`config.mk`:
```
export PLATFORM = sky130hd
export DESIGN_NAME = hp_ram
export DESIGN_NICKNAME = d
export VERILOG_FILES = /design/src/sv/hp_pkg.sv /design/src/sv/hp_ram.sv
export SDC_FILE = /design/constraint.sdc
export NUM_CORES = 2
export LEC_CHECK = 0
export BUFFER_PORTS_ARGS = -buffer_cell sky130_fd_sc_hd__buf_2
export CAP_MARGIN = 10
export CORE_ASPECT_RATIO = 2
export CORE_UTILIZATION = 47
export DETAILED_ROUTE_END_ITERATION = 7
export SYNTH_ARGS = -nofsm -noshare
export SYNTH_HDL_FRONTEND = slang
export SYNTH_SLANG_ARGS = --single-unit
```
`constraint.sdc`:
```
create_clock -name clk -period 6.8 [get_ports clk]
set_clock_uncertainty 0.15 [all_clocks]
set_input_delay 1.02 -clock clk [delete_from_list [all_inputs] [get_ports clk]]
set_output_delay 1.02 -clock clk [all_outputs]
set_load 0.02 [all_outputs]
```
`src/sv/hp_pkg.sv`:
```
package hp_pkg;

  localparam int FIELD_W = 32;

  typedef enum logic [1:0] {
    MODE_INSERT = 2'd0,
    MODE_POLL   = 2'd1,
    MODE_UPDATE = 2'd2,
    MODE_NONE   = 2'd3
  } hp_mode_t;

  typedef enum logic [1:0] {
    ST_OK    = 2'd0,
    ST_FULL  = 2'd1,
    ST_EMPTY = 2'd2,
    ST_RANGE = 2'd3
  } hp_status_t;

  typedef struct packed {
    hp_status_t          status;
    logic [FIELD_W-1:0]  out_key;
    logic [FIELD_W-1:0]  out_value;
    logic [6:0]          entry_count;
    logic                top_valid;
    logic [FIELD_W-1:0]  top_key;
    logic [FIELD_W-1:0]  top_value;
  } hp_result_t;

endpackage

```
`src/sv/hp_ram.sv`:
```
module hp_ram import hp_pkg::*; #(
  parameter int CAPACITY  = 64,
  parameter int KEY_WIDTH = 32,
  parameter int AW        = $clog2(CAPACITY)
) (
  input  logic                 clk,
  input  logic                 we,
  input  logic [AW-1:0]        waddr,
  input  logic [KEY_WIDTH-1:0] wkey,
  input  logic [FIELD_W-1:0]   wval,
  input  logic [AW-1:0]        raddr,
  output logic [KEY_WIDTH-1:0] rkey,
  output logic [FIELD_W-1:0]   rval
);

  logic [KEY_WIDTH-1:0] key_mem [CAPACITY];
  logic [FIELD_W-1:0]   val_mem [CAPACITY];

  always_ff @(posedge clk) begin
    if (we) begin
      key_mem[waddr] <= wkey;
      val_mem[waddr] <= wval;
    end
    rkey <= key_mem[raddr];
    rval <= val_mem[raddr];
  end

endmodule

```
### Word level (Yosys, flattened, before mapping)

Memories as Yosys holds them, arrays and structs flattened. A register that Yosys moved wholly into a read port is not among the register bits.
Cells that the tools add are included.

| cells by class | value |
|---|---|
| mux-type cells | 2 |

Operator list:

| kind | number |
|---|---|
| two-way mux 1 bit | 2 |

| storage, ports and cells | value |
|---|---|
| logic and storage cells | 4 |
| input port bits | 78 |
| memories | 2 |
| memory bits (writable) | 4096 |
| flip-flop bits (word level) | 0 |
| output and inout bits | 64 |

Memory list:

| memory | words | width | read ports | clocked after memory_dff | wr ports | line | text |
|---|---|---|---|---|---|---|---|
| key_mem | 64 | 32 | 1 | 1 | 1 | hp_ram.sv:16 | `logic [KEY_WIDTH-1:0] key_mem [CAPACITY];` |
| val_mem | 64 | 32 | 1 | 1 | 1 | hp_ram.sv:17 | `logic [FIELD_W-1:0] val_mem [CAPACITY];` |

### Depth between registers and ports, before layout

| depth | value |
|---|---|
| depth after elaboration | 2 |
| depth in mapped cells | 9 |

### Worst setup path before layout

OpenSTA, ideal clock, no wires.

| timing path | value |
|---|---|
| path type | input to register |
| from | input waddr[4] |
| to | memory key_mem[16][0], enable pin |
| path slack | 1.634 ns |
| stages | 4 |
| arrival | 4.530 ns |
| cells stage by stage | clkbuf_1 > or3b_2 > clkbuf_1 > nor2_1 |

RTL lines:

| item | line | text |
|---|---|---|
| start, declared | hp_ram.sv:8 | `input logic [AW-1:0] waddr,` |
| end, declared | hp_ram.sv:16 |  |

Straight into the memory's write port.

### Final worst setup path

| timing path | value |
|---|---|
| from | input we |
| to | memory val_mem[29][25], enable pin |

| between the ends | value |
|---|---|
| longest elaborated chain between the ends | 2 |

RTL lines:

| item | line | text |
|---|---|---|
| start, declared | hp_ram.sv:7 | `input logic we,` |
| two-way mux 1 bit | hp_ram.sv:20 | `if (we) begin` |
| two-way mux 1 bit (not written as such) | hp_ram.sv:22 | `val_mem[waddr] <= wval;` |
| end, declared | hp_ram.sv:17 |  |

No other way between the ends.

==> results.cfg <==
[run_status]
status = finished clean

[grt]
grt_overflow = 0
grt_start_max_net_pins = 108
grt_antenna_before_repair = 34
grt_pass1_wl_mm = 638
grt_usage_pct = 27.9
grt_pass1_vias = 77455

[floorplanning]
chipHeight_um = 816
start_util_pct = 47.3
fp-row-count = 298
die_area_um2 = 334000
io_pins = 142
coreArea_um2 = 330000
chipWidth_um = 409

[pwr]
p_sw_share_pct = 21.4
ir_drop_uv = 238
power_leakage_nw = 53.8
p_clk_share_pct = 40.0
pwr-share-comb_pct = 4.9
power.internal_w = 0.0407
switchingPower_w = 0.0111
seqPwrFrac_pct = 55.1
p_per_area_nw_per_um2 = 296
total_power_w = 0.0517

[worst_setup_path]
crit_arrival_ns = 3.95
cp.required_ns = 7.20
startpoint_type = input pin
crit_path_max_fanout = 17
path_class = input pin to register
end_kind = register

[drt]
ant_nets = 0
drt-total-wl_mm = 468
vias = 75722
dr.pass1.iters = 5
dr.first_iter.drc_count = 9081
viasPerCell = 6.57
wl_per_cell_um = 40.5
drc = 0

[flow_run]
cap_viol_max_count = 0

[clock_network]
clk_latency_ns = 0.95
hold_buffers = 0
clock_path_buffers = 4
post_cts_buffers = 0
cts_buffers = 354
cts.htree.levels = 5
cts_tree = done
cts_root_buf = clkbuf_16
cts.sinks = 4160
cts_resized = 0
clk_pin_slew_ns = 0.07

[synth]
synth.distinct_cells = 30
synthAdderAreaFrac_pct = 0
synthSimpleGateAreaFrac_pct = 0.831
synth_compound_area_share_pct = 2.80
ys_seq_area_share_pct = 79.7
ys_warn_count = 0
synth_top_family_by_area = multiplexers
synth_xor_area_share_pct = 0
synth_nets = 6583
synthMuxAreaShare_pct = 15.4
syn_inst = 6505
synthesis.area_um2 = 156000
synth.avg_cell_area_um2 = 24.0
synth-seq-cells = 4160

[final_layout]
synthToLayoutAreaGrowth_pct = 12.1
drive_gt1_share_pct = 28.2
final_util_pct = 53.0
fill_cells = 25148
final_nets = 6950
fin_area_um2 = 175000

[placement]
dp_hpwl_mm = 257
place_area_um2 = 163000
gp_congestion = 0.811
io_buffers = 141

[sta]
hold_ws_ns = 0.384
setup_viol = 0
worstMarginPinSlew_ns = 1.26
period_share_pct = 52.1
hold_viol = 0
max_freq_ghz = 0.282
relSlewSlack_pct = 15.8
period_minus_slack_ns = 3.54
maxSlewViolCount = 0
setup_tns_ns = 0
rsz0062_at_grt = false

[min_path]
min_path_type = input pin to register
## metal layers
layer,vias to the layer above,global-route usage (%),routed length (um)
met1,42026,33.1,161000
met4,16,12.0,22900
met3,902,4.43,34200
li1,28964,-,-
met2,3814,50.1,249000
met5,-,0,94
## placed cells by master (no fill, tap or decap), types with 28 or more instances in the layout
cell type and n:
edfxtp_1 4096, mux4_2 1024, clkbuf_16 363, a22oi_1 256, buf_4 207, buf_2 137
nand3_1 133, o22ai_1 102, mux2i_1 90, clkinv_2 71, nor2_4 67, o221ai_1 64
o211a_1 64, dfxtp_1 64, a211oi_1 63, clkbuf_1 63, clkinv_1 56, nor2_1 43
buf_12 42, bufinv_16 38, diode_2 28
## power groups by stage
stage               Clock [W]  Combinational [W]  Sequential [W]
floorplan                   0            0.00131          0.0291
global placement            0            0.00250          0.0291
detailed placement          0            0.00254          0.0291
CTS                    0.0209            0.00254          0.0285
global route           0.0217            0.00263          0.0285
finish                 0.0207            0.00252          0.0285
## worst max-delay path: stages
cell and delay (ns):
buf_2 0.21, nor2b_1 0.33, nand3_1 0.65, nor2_4 1.08, buf_4 0.61
## cell usage after synthesis
cell / number / area [um2]
mux4_2: 1024 / 23100
buf_6: 21 / 236
nand2_1: 7 / 26.3
a21oi_1: 25 / 125
a22oi_1: 256 / 1920
clkbuf_2: 1 / 5.00
o22ai_1: 102 / 638
buf_1: 29 / 109
buf_4: 50 / 375
clkbuf_1: 140 / 526
or2_2: 2 / 12.5
nor2b_1: 7 / 43.8
and2_1: 3 / 18.8
nand3b_1: 4 / 30.0
nand2b_1: 4 / 25.0
or3b_1: 2 / 17.5
or3_1: 3 / 18.8
buf_2: 136 / 681
inv_2: 1 / 3.75
mux2i_1: 90 / 901
o221ai_1: 64 / 561
nand4_1: 1 / 6.26
nand3_1: 133 / 666
dfxtp_1: 64 / 1280
a221oi_1: 1 / 8.76
or3b_2: 2 / 17.5
nor2_1: 110 / 413
a211oi_1: 63 / 473
edfxtp_1: 4096 / 123000
o211a_1: 64 / 641
## sequential cells by signal, summed over array words and instances (netlist names)
name / cells
rkey: 32
key_mem: 2048
val_mem: 2048
rval: 32
## final cells by class
cell class / count / area (um2) / share of cell area, %
Tap cell: 4350 / 5440 / 3.12
Clock inverter: 199 / 2030 / 1.16
Timing Repair Buffer: 388 / 3110 / 1.78
Clock buffer: 439 / 9500 / 5.44
Sequential cell: 4160 / 124000 / 71.2
Multi-Input combinational cell: 1967 / 30200 / 17.3
Antenna cell: 28 / 70.1 / 0.0401
Inverter: 1 / 3.75 / 0.00215
## cell families (layout without fill, tap and decap cells)
family                 count (synthesis)  in the layout
AOI/OAI and AO/OA                    575            575
buffers and inverters                378           1027
other                                  0             28
and+or+nand+nor                      278            278
muxes                               1114           1114
DFF                                 4160           4160
## per-stage QoR
stage | std cells | setup WS [ns]
after CTS | 11503 | 3.23
after global routing | 11522 | 3.08
final | 11532 | 3.26
after detailed placement | 10865 | 2.31
after floorplan | 6505 | 1.63
after global placement | 10865 | 2.25
## worst paths after layout
kind / cells past startpoint / end / slack, ns / from
worst min-delay path: 1 / val_mem[48][21] / 0.38 / wval[21]
worst min register to register: 4 / rval[25] / 0.68 / val_mem[10][25]
worst max-delay path: 5 / val_mem[29][25] / 3.26 / we
worst max register to register: 4 / rval[0] / 4.63 / val_mem[27][0]
Power figures use the tool's default switching activity.
