==> src/sv/hp_pkg.sv <==
package hp_pkg;

  localparam int FIELD_W = 32;

  typedef enum logic [1:0] {
    MODE_INSERT = 2'd0,
    MODE_POLL   = 2'd1,
    MODE_UPDATE = 2'd2,
    MODE_NONE   = 2'd3
  } hp_mode_t;

  typedef enum logic [1:0] {
    ST_OK    = 2'd0,
    ST_FULL  = 2'd1,
    ST_EMPTY = 2'd2,
    ST_RANGE = 2'd3
  } hp_status_t;

  typedef struct packed {
    hp_status_t          status;
    logic [FIELD_W-1:0]  out_key;
    logic [FIELD_W-1:0]  out_value;
    logic [6:0]          entry_count;
    logic                top_valid;
    logic [FIELD_W-1:0]  top_key;
    logic [FIELD_W-1:0]  top_value;
  } hp_result_t;

endpackage

==> src/sv/hp_ctrl.sv <==
module hp_ctrl import hp_pkg::*; #(
  parameter int CAPACITY  = 64,
  parameter int KEY_WIDTH = 32,
  parameter int AW        = $clog2(CAPACITY),
  parameter int CW        = $clog2(CAPACITY + 1)
) (
  input  logic                 clk,
  input  logic                 rst,
  input  logic                 min_first,
  input  logic                 start,
  output logic                 ready,
  input  hp_mode_t             mode,
  input  logic [KEY_WIDTH-1:0] key,
  input  logic [FIELD_W-1:0]   value,
  input  logic [5:0]           position,
  output logic                 we,
  output logic [AW-1:0]        waddr,
  output logic [KEY_WIDTH-1:0] wkey,
  output logic [FIELD_W-1:0]   wval,
  output logic [AW-1:0]        raddr,
  input  logic [KEY_WIDTH-1:0] rkey,
  input  logic [FIELD_W-1:0]   rval,
  output logic                 res_valid,
  input  logic                 res_take,
  output hp_result_t           res
);

  typedef enum logic [9:0] {
    S_IDLE   = 10'b00_0000_0001,
    S_UP_CHK = 10'b00_0000_0010,
    S_UP_CMP = 10'b00_0000_0100,
    S_UPD_LD = 10'b00_0000_1000,
    S_DN_LD  = 10'b00_0001_0000,
    S_DN_CHK = 10'b00_0010_0000,
    S_DN_RL  = 10'b00_0100_0000,
    S_DN_RR  = 10'b00_1000_0000,
    S_DN_SW  = 10'b01_0000_0000,
    S_DONE   = 10'b10_0000_0000
  } state_t;

  state_t               state;
  logic [CW-1:0]        count;
  logic [AW-1:0]        pos;
  logic [KEY_WIDTH-1:0] cur_key;
  logic [FIELD_W-1:0]   cur_val;
  logic [KEY_WIDTH-1:0] lkey;
  logic [FIELD_W-1:0]   lval;
  logic [KEY_WIDTH-1:0] pick_key;
  logic [FIELD_W-1:0]   pick_val;
  logic [AW-1:0]        pick_idx;
  hp_status_t           status;
  logic [FIELD_W-1:0]   out_key;
  logic [FIELD_W-1:0]   out_val;
  logic [KEY_WIDTH-1:0] top_key;
  logic [FIELD_W-1:0]   top_val;

  // shared compare unit
  logic [KEY_WIDTH-1:0] cmp_a, cmp_b;
  logic                 better;

  always_comb begin
    case (state)
      S_DN_RR: begin
        cmp_a = rkey;
        cmp_b = lkey;
      end
      S_DN_SW: begin
        cmp_a = pick_key;
        cmp_b = cur_key;
      end
      default: begin
        cmp_a = cur_key;
        cmp_b = rkey;
      end
    endcase
    better = min_first ? (cmp_a < cmp_b) : (cmp_a > cmp_b);
  end

  // index arithmetic
  logic [AW-1:0]         parent;
  logic [AW:0]           pos_m1;
  logic [AW+1:0]         lwide, rwide, cnt_w;
  logic                  l_in, r_in;
  logic [CW-1:0]         cnt_m1;
  logic [CW+5:0]         pos_ext, cnt_ext;
  logic                  pos_oob;
  logic [AW-1:0]         pos_addr;
  logic [KEY_WIDTH+31:0] top_key_ext;
  logic [CW+6:0]         cnt7_ext;

  assign pos_m1   = {1'b0, pos} - 1'b1;
  assign parent   = pos_m1[AW:1];
  assign lwide    = {1'b0, pos, 1'b1};
  assign rwide    = lwide + 1'b1;
  assign cnt_w    = (AW+2)'(count);
  assign l_in     = lwide < cnt_w;
  assign r_in     = rwide < cnt_w;
  assign cnt_m1   = count - 1'b1;
  assign pos_ext  = {{CW{1'b0}}, position};
  assign cnt_ext  = {6'b0, count};
  assign pos_oob  = pos_ext >= cnt_ext;
  assign pos_addr = AW'(position);

  assign ready = (state == S_IDLE);

  // memory port
  always_comb begin
    we    = 1'b0;
    waddr = pos;
    wkey  = cur_key;
    wval  = cur_val;
    raddr = '0;
    case (state)
      S_IDLE: begin
        if (mode == MODE_UPDATE) raddr = pos_addr;
        else raddr = AW'(cnt_m1);
      end
      S_UP_CHK: begin
        if (pos == '0) we = 1'b1;
        else raddr = parent;
      end
      S_UP_CMP: begin
        we = 1'b1;
        if (better) begin
          wkey = rkey;
          wval = rval;
        end
      end
      S_DN_CHK: begin
        if (!l_in) we = 1'b1;
        else raddr = lwide[AW-1:0];
      end
      S_DN_RL: begin
        if (r_in) raddr = rwide[AW-1:0];
      end
      S_DN_SW: begin
        we = 1'b1;
        if (better) begin
          wkey = pick_key;
          wval = pick_val;
        end
      end
      default: ;
    endcase
  end

  always_ff @(posedge clk) begin
    if (rst) begin
      state <= S_IDLE;
      count <= '0;
    end else begin
      case (state)
        S_IDLE: begin
          if (start) begin
            status  <= ST_OK;
            out_key <= '0;
            out_val <= '0;
            case (mode)
              MODE_INSERT: begin
                if (count >= CW'(CAPACITY)) begin
                  status <= ST_FULL;
                  state  <= S_DONE;
                end else begin
                  pos     <= AW'(count);
                  cur_key <= key;
                  cur_val <= value;
                  count   <= count + 1'b1;
                  state   <= S_UP_CHK;
                end
              end
              MODE_POLL: begin
                if (count == '0) begin
                  status <= ST_EMPTY;
                  state  <= S_DONE;
                end else begin
                  out_key <= top_key_ext[31:0];
                  out_val <= top_val;
                  count   <= cnt_m1;
                  state   <= (cnt_m1 == '0) ? S_DONE : S_DN_LD;
                end
              end
              MODE_UPDATE: begin
                if (pos_oob) begin
                  status <= ST_RANGE;
                  state  <= S_DONE;
                end else begin
                  pos     <= pos_addr;
                  cur_key <= key;
                  state   <= S_UPD_LD;
                end
              end
              default: state <= S_DONE;
            endcase
          end
        end
        S_UPD_LD: begin
          cur_val <= rval;
          state   <= S_UP_CHK;
        end
        S_UP_CHK: begin
          state <= (pos == '0) ? S_DONE : S_UP_CMP;
        end
        S_UP_CMP: begin
          if (better) begin
            pos   <= parent;
            state <= S_UP_CHK;
          end else begin
            state <= S_DONE;
          end
        end
        S_DN_LD: begin
          cur_key <= rkey;
          cur_val <= rval;
          pos     <= '0;
          state   <= S_DN_CHK;
        end
        S_DN_CHK: begin
          state <= l_in ? S_DN_RL : S_DONE;
        end
        S_DN_RL: begin
          lkey  <= rkey;
          lval  <= rval;
          state <= S_DN_RR;
        end
        S_DN_RR: begin
          // left child wins a tie
          if (r_in && better) begin
            pick_key <= rkey;
            pick_val <= rval;
            pick_idx <= rwide[AW-1:0];
          end else begin
            pick_key <= lkey;
            pick_val <= lval;
            pick_idx <= lwide[AW-1:0];
          end
          state <= S_DN_SW;
        end
        S_DN_SW: begin
          if (better) begin
            pos   <= pick_idx;
            state <= S_DN_CHK;
          end else begin
            state <= S_DONE;
          end
        end
        S_DONE: begin
          if (res_take) state <= S_IDLE;
        end
        default: state <= S_IDLE;
      endcase
    end
  end

  // copy of the root entry, kept in step with every write to the root slot
  always_ff @(posedge clk) begin
    if (we && waddr == '0) begin
      top_key <= wkey;
      top_val <= wval;
    end
  end

  assign top_key_ext = {32'b0, top_key};
  assign cnt7_ext    = {7'b0, count};
  assign res_valid   = (state == S_DONE);

  always_comb begin
    res.status      = status;
    res.out_key     = out_key;
    res.out_value   = out_val;
    res.entry_count = cnt7_ext[6:0];
    res.top_valid   = (count != '0);
    res.top_key     = (count != '0) ? top_key_ext[31:0] : '0;
    res.top_value   = (count != '0) ? top_val : '0;
  end

endmodule

==> config.mk <==
export PLATFORM = sky130hd
export DESIGN_NAME = hp_ctrl
export DESIGN_NICKNAME = d
export VERILOG_FILES = /design/src/sv/hp_pkg.sv /design/src/sv/hp_ctrl.sv
export SDC_FILE = /design/constraint.sdc
export NUM_CORES = 1
export LEC_CHECK = 0
export ABC_AREA = 0
export BUFFER_PORTS_ARGS = -buffer_cell sky130_fd_sc_hd__buf_2
export CAP_MARGIN = 5
export CORE_ASPECT_RATIO = 1.2
export CORE_MARGIN = 2
export CORE_UTILIZATION = 40
export DETAILED_ROUTE_END_ITERATION = 6
export MAX_ROUTING_LAYER = met4
export SYNTH_ARGS = -nofsm -noshare
export SYNTH_HDL_FRONTEND = slang
export SYNTH_SLANG_ARGS = --single-unit
==> constraint.sdc <==
create_clock -name clk -period 10.55 [get_ports clk]
set_input_delay 3.165 -clock clk [delete_from_list [all_inputs] [get_ports clk]]
set_output_delay 3.165 -clock clk [all_outputs]
set_load 0.005 [all_outputs]
; ---- Word-level counts from Yosys, hierarchy flattened
; Index checks and enable logic that the tools add are counted.
[word_totals]
register_bits = 351
output_inout_bits = 217
elab_cells = 130
[op_classes]
add_sub_neg = 4
magnitude_cmp = 6
n_eq_ne = 23
mux = 57
bitwise_logic = 2
reduce_logical = 22
[op_table]
columns = operator, count
row1 = 32-bit 2-to-1 mux, 14
row2 = 32-bit case mux with 2 select lines, 7
row3 = 10-bit 2-to-1 mux, 10
row4 = 10-bit case mux with 10 select lines, 1
row5 = 6-bit 2-to-1 mux, 10
row6 = 6-bit case mux with 4 select lines, 2
row7 = 32-bit > comparator, 1
row8 = 32-bit < comparator, 1
row9 = 10-bit case mux with 3 select lines, 1
row10 = 7-bit logical NOT, 2
row11 = 7-bit 2-to-1 mux, 2
row12 = 7-bit case mux with 2 select lines, 1
row13 = 2-bit != test (second input constant), 6
row14 = 6-bit case mux with 2 select lines, 1
row15 = 10-bit by 1-bit == test with 1-bit output (second input constant), 1
row16 = 10-bit == test (second input constant), 1
row17 = 10-bit by 2-bit == test with 1-bit output (second input constant), 1
row18 = 10-bit by 3-bit == test with 1-bit output (second input constant), 1
row19 = 10-bit by 4-bit == test with 1-bit output (second input constant), 1
row20 = 10-bit by 5-bit == test with 1-bit output (second input constant), 1
row21 = 10-bit by 6-bit == test with 1-bit output (second input constant), 1
row22 = 10-bit by 7-bit == test with 1-bit output (second input constant), 1
row23 = 10-bit by 8-bit == test with 1-bit output (second input constant), 1
row24 = 10-bit by 9-bit == test with 1-bit output (second input constant), 1
row25 = 30 further kinds, 45

; ---- Longest topological paths before layout
[depth]
word_depth = 7
ltp_mapped = 18

; ---- Worst setup path after synthesis
; No wires, ideal clock.
[synth_path]
path_kind = input to output
from = input rkey[7]
to = output wkey[10]
arrival_ns = 5.562
t_required_ns = 7.385
slack_ns = 1.823
stages = 13
path_buffers = 3
cell_sequence = a22oi_1 nand2_1 ha_1 a21oi_1 nand3_1 a221o_1 a211o_1 a22o_1 buf_6 o22ai_1 buf_2 buf_2 o2bb2ai_1
[synth_via]
elab_chain_cells = 5
elab_cells_between_ends = 8
[synth_lines]
columns = item, line_no
row1 = start: declaration, hp_ctrl.sv:21  ; input logic [KEY_WIDTH-1:0] rkey,
row2 = 32-bit case mux with 2 select lines, hp_ctrl.sv:62  ; case (state)
row3 = 32-bit > comparator / 32-bit < comparator (equally long branches), hp_ctrl.sv:76  ; better = min_first ? (cmp_a < cmp_b) : (cmp_a > cmp_b);
row4 = 1-bit 2-to-1 mux (*), hp_ctrl.sv:76
row5 = 32-bit 2-to-1 mux (on tied branches), "hp_ctrl.sv:138, hp_ctrl.sv:124"
row6 = 32-bit case mux with 2 select lines (*), hp_ctrl.sv:113  ; case (state)
row7 = end: declaration, hp_ctrl.sv:18  ; output logic [KEY_WIDTH-1:0] wkey,
; Mark *: on every way between the ends. The rest lies on a longest branch, timed or not.

; ---- Final worst setup path
[layout_path]
from = input rkey[7]
to = output wkey[31]
; The elaborated chain is that of the path after synthesis.

==> impl_metrics.yaml <==
yosys:
  synth_seq_cells: 351
  synth-simple-area-share: 0.110
  async_flop_share: 0
  synth-compound-area-share: 0.139
  yosysMostFrequentCell: "edfxtp_1"
  syn_avg_cell_area_sq_um: 12.9
  synth_area_leaders: "edfxtp_1 (56%), mux2_2 (6.4%), a22oi_1 (4.0%)"
  synthXorXnorAreaFrac: 0.0108
  synth_nets: 1576
  yosys.area_share.adder: 0.0393
  yosys-top-cells-count: "edfxtp_1 (334), mux2_2 (102), nand2_1 (97)"
  ys.flop_type: "edfxtp_1"
  ys_seq_area_frac: 0.582
  synth.distinct_cells: 63
  syn_area_sq_mm: 0.0178
  synth_top_family_by_area: "compound AO/OA/AOI/OAI gates"
  synth_top_area_share: 0.563
  synth-edff-count: 334
  yosysWarningCount: 0
  yosysTopAreaCell: "edfxtp_1"
  synthMuxAreaShare: 0.0884
  synth_cells: 1379
grt:
  grt_pass1_vias: 12800
  grt_pass1_wl_um: 78300
  grt-ovfl-total: 0
  grt_max_degree: 108
  grtUsageTotal: 0.228
  antenna_found_initial: 2
worst_setup_path:
  critPathMaxStageDelay_ns: 0.42
  crit_chain: "buf_2 > a22oi_1 > nand2_1 > ha_1 > a21oi_1 > nand3_1 > a221o_1 > a211o_1 > a22o_1 > o22ai_4 > buf_12 > o2bb2ai_1 > buf_2"
  critPathMostFrequentCell: "buf_2"
  reg2reg_from: "state[3]"
  required_ns: 7.39
  critical_path.max_fanout: 41
  ff2ff_setup_slack_ns: 4.10
  startpoint: "rkey[7]"
  worstPathArrival_ns: 6.36
  path_buf_inv: 3
  rr_worst_depth: 17
  crit_family: "compound AO/OA/AOI/OAI gates"
  timing.rr.end: "pick_val[5]"
  startpoint_type: "input port"
  slowest_stage: "a22o_1"
  cp-end-kind: "output port"
  critPathKind: "input port to output port"
route:
  ant_nets: 0
  wl_per_cell_um: 22.7
  first_iter_violations: 930
  drt_first_pass_iters: 6
  drc: 0
  avgViaCountPerCell: 5.71
  dr_total_vias: 13100
  routed_wl_um: 52100
min_path:
  min_path_cells: 1
  min_from: "lval[27]"
  hold_end: "pick_val[27]"
  min_path_type: "flop to flop"
placed_design:
  routabilityCongestion: 0.905
  dp_hpwl_um: 34800
  io_buffers: 357
timing:
  relSlewSlack: 0.210
  period_share: 0.903
  finalSetupViolations: 0
  tns_ns: 0
  drv_slew: 0
  hold_viol: 0
  rsz0062_at_grt: "false"
  fmax_mhz: 105
  min_period_ns: 9.53
  tightest_slew_ns: 1.18
  finClkSkew_ns: 0.0319
clock_network:
  post_cts_buffers: 0
  ctsRootBufferMaster: "clkbuf_16"
  cts_buffer_depth: 3
  cts.clk_slew.worst_paths_ns: 0.06
  clkSinkCount: 351
  clock_latency_ns: 0.58
  htree_levels: 2
  hold_buffers: 0
  cts_resized: 0
  cts_tree: "yes"
  cts_buffers: 41
run:
  cap_violations: 0
run_status:
  run_status: "finished, final reports clean"
finish:
  post-route-util: 0.488
  syn_to_final_growth_pct: 20.4
  drive_gt1_frac: 0.341
  fin_nets: 1901
power:
  pwr_density_cell_mw_per_mm2: 173
  ir_drop_uv: 133
  finalPower_mw: 3.72
  p_leak_nw: 8.39
floorplan:
  dieArea_sq_mm: 0.0462
  die_w_um: 197
  core_area_sq_mm: 0.0439
  rows: 84
  die_h_um: 235
  pin_count: 358
  initial_core_util: 0.405
-- layout make-up --
cell class              instances  area, sq um
multi-input cells             913         7030
repair buffers                379         1990
diodes                          3         7.51
well taps                     559          699
clock inverters                22          214
fillers                      3916        22500
flip-flops and latches        351        10400
clock buffers                  51         1070
inverters                      18         68.8
-- worst reg2reg max path, cell delays in order (launching register included) --
cell and delay, ns:
dfxtp_1 0.36, or4_4 0.60, nor4_2 0.45, buf_12 0.40
nor2_4 0.09, buf_4 0.32, nand2_1 0.22, nand2_1 0.07
ha_1 0.34, a21oi_1 0.17, nand3_1 0.09, a221o_1 0.34
a211o_1 0.32, a22o_1 0.43, o211ai_4 0.41, buf_4 0.48
buf_4 0.65, mux2_2 0.45
-- stage by stage --
| stage | instance area [sq um] | std cells | hold slack (ns) | setup WS (ns) |
|---|---|---|---|---|
| after floorplan | 17800 | 1379 | 0.508 | 1.82 |
| after global placement | 20200 | 2220 | 0.525 | 1.12 |
| after detailed placement | 20200 | 2220 | 0.531 | 1.07 |
| after CTS | 21400 | 2293 | 0.546 | 1.05 |
| after global routing | 21400 | 2295 | 0.556 | 0.847 |
| final | 21400 | 2296 | 0.543 | 1.02 |
-- routing by layer --
metal | vias to the layer above | share of wire | track usage
li1 | 6032 | - | -
met1 | 6516 | 0.42 | 0.292
met2 | 458 | 0.49 | 0.371
met3 | 96 | 0.052 | 0.0294
met4 | 0 | 0.031 | 0.0832
met5 | - | 0 | -
-- how the worst max path moves through the flow --
stage / to / slack (ns) / cells after the start
floorplan: wkey[10] / 1.82 / 13
global placement: wval[8] / 1.12 / 13
detailed placement: wkey[31] / 1.07 / 13
CTS: wkey[31] / 1.05 / 13
global route: wkey[31] / 0.85 / 13
finish: wkey[31] / 1.02 / 13
-- power by group --
group	internal [mW]	leakage, nW	switching (mW)
Combinational	0.292	4.59	0.402
Clock	0.798	0.617	0.586
Sequential	1.60	3.18	0.0404
Total	2.69	8.39	1.03
-- cells by family (layout without fill, tap and decap cells) --
logic type	after synthesis	count (layout)
compound gates	338	338
xor+xnor	22	22
fa+ha+maj	56	56
buf+inv	115	470
flops	351	351
mux	131	131
other cells	0	3
simple gates	366	366
-- state kept, by name (all words and copies together) (netlist names) --
register,cells
top_val,32
top_key,32
state,10
pick_idx,6
pick_val,32
count,7
lkey,32
out_key,32
cur_key,32
waddr,6
out_val,32
lval,32
status,2
cur_val,32
pick_key,32
-- layout by cell type, fill, tap and decap left out, drive strengths merged, types with 34 or more instances in the layout --
cell / n
a21oi: 71
a22o: 34
a22oi: 96
and2: 66
and3: 68
buf: 379
clkbuf: 51
edfxtp: 334
ha: 56
mux2: 129
nand2: 97
nor2: 42
o2bb2ai: 64
(Power assumes the default switching activity.)
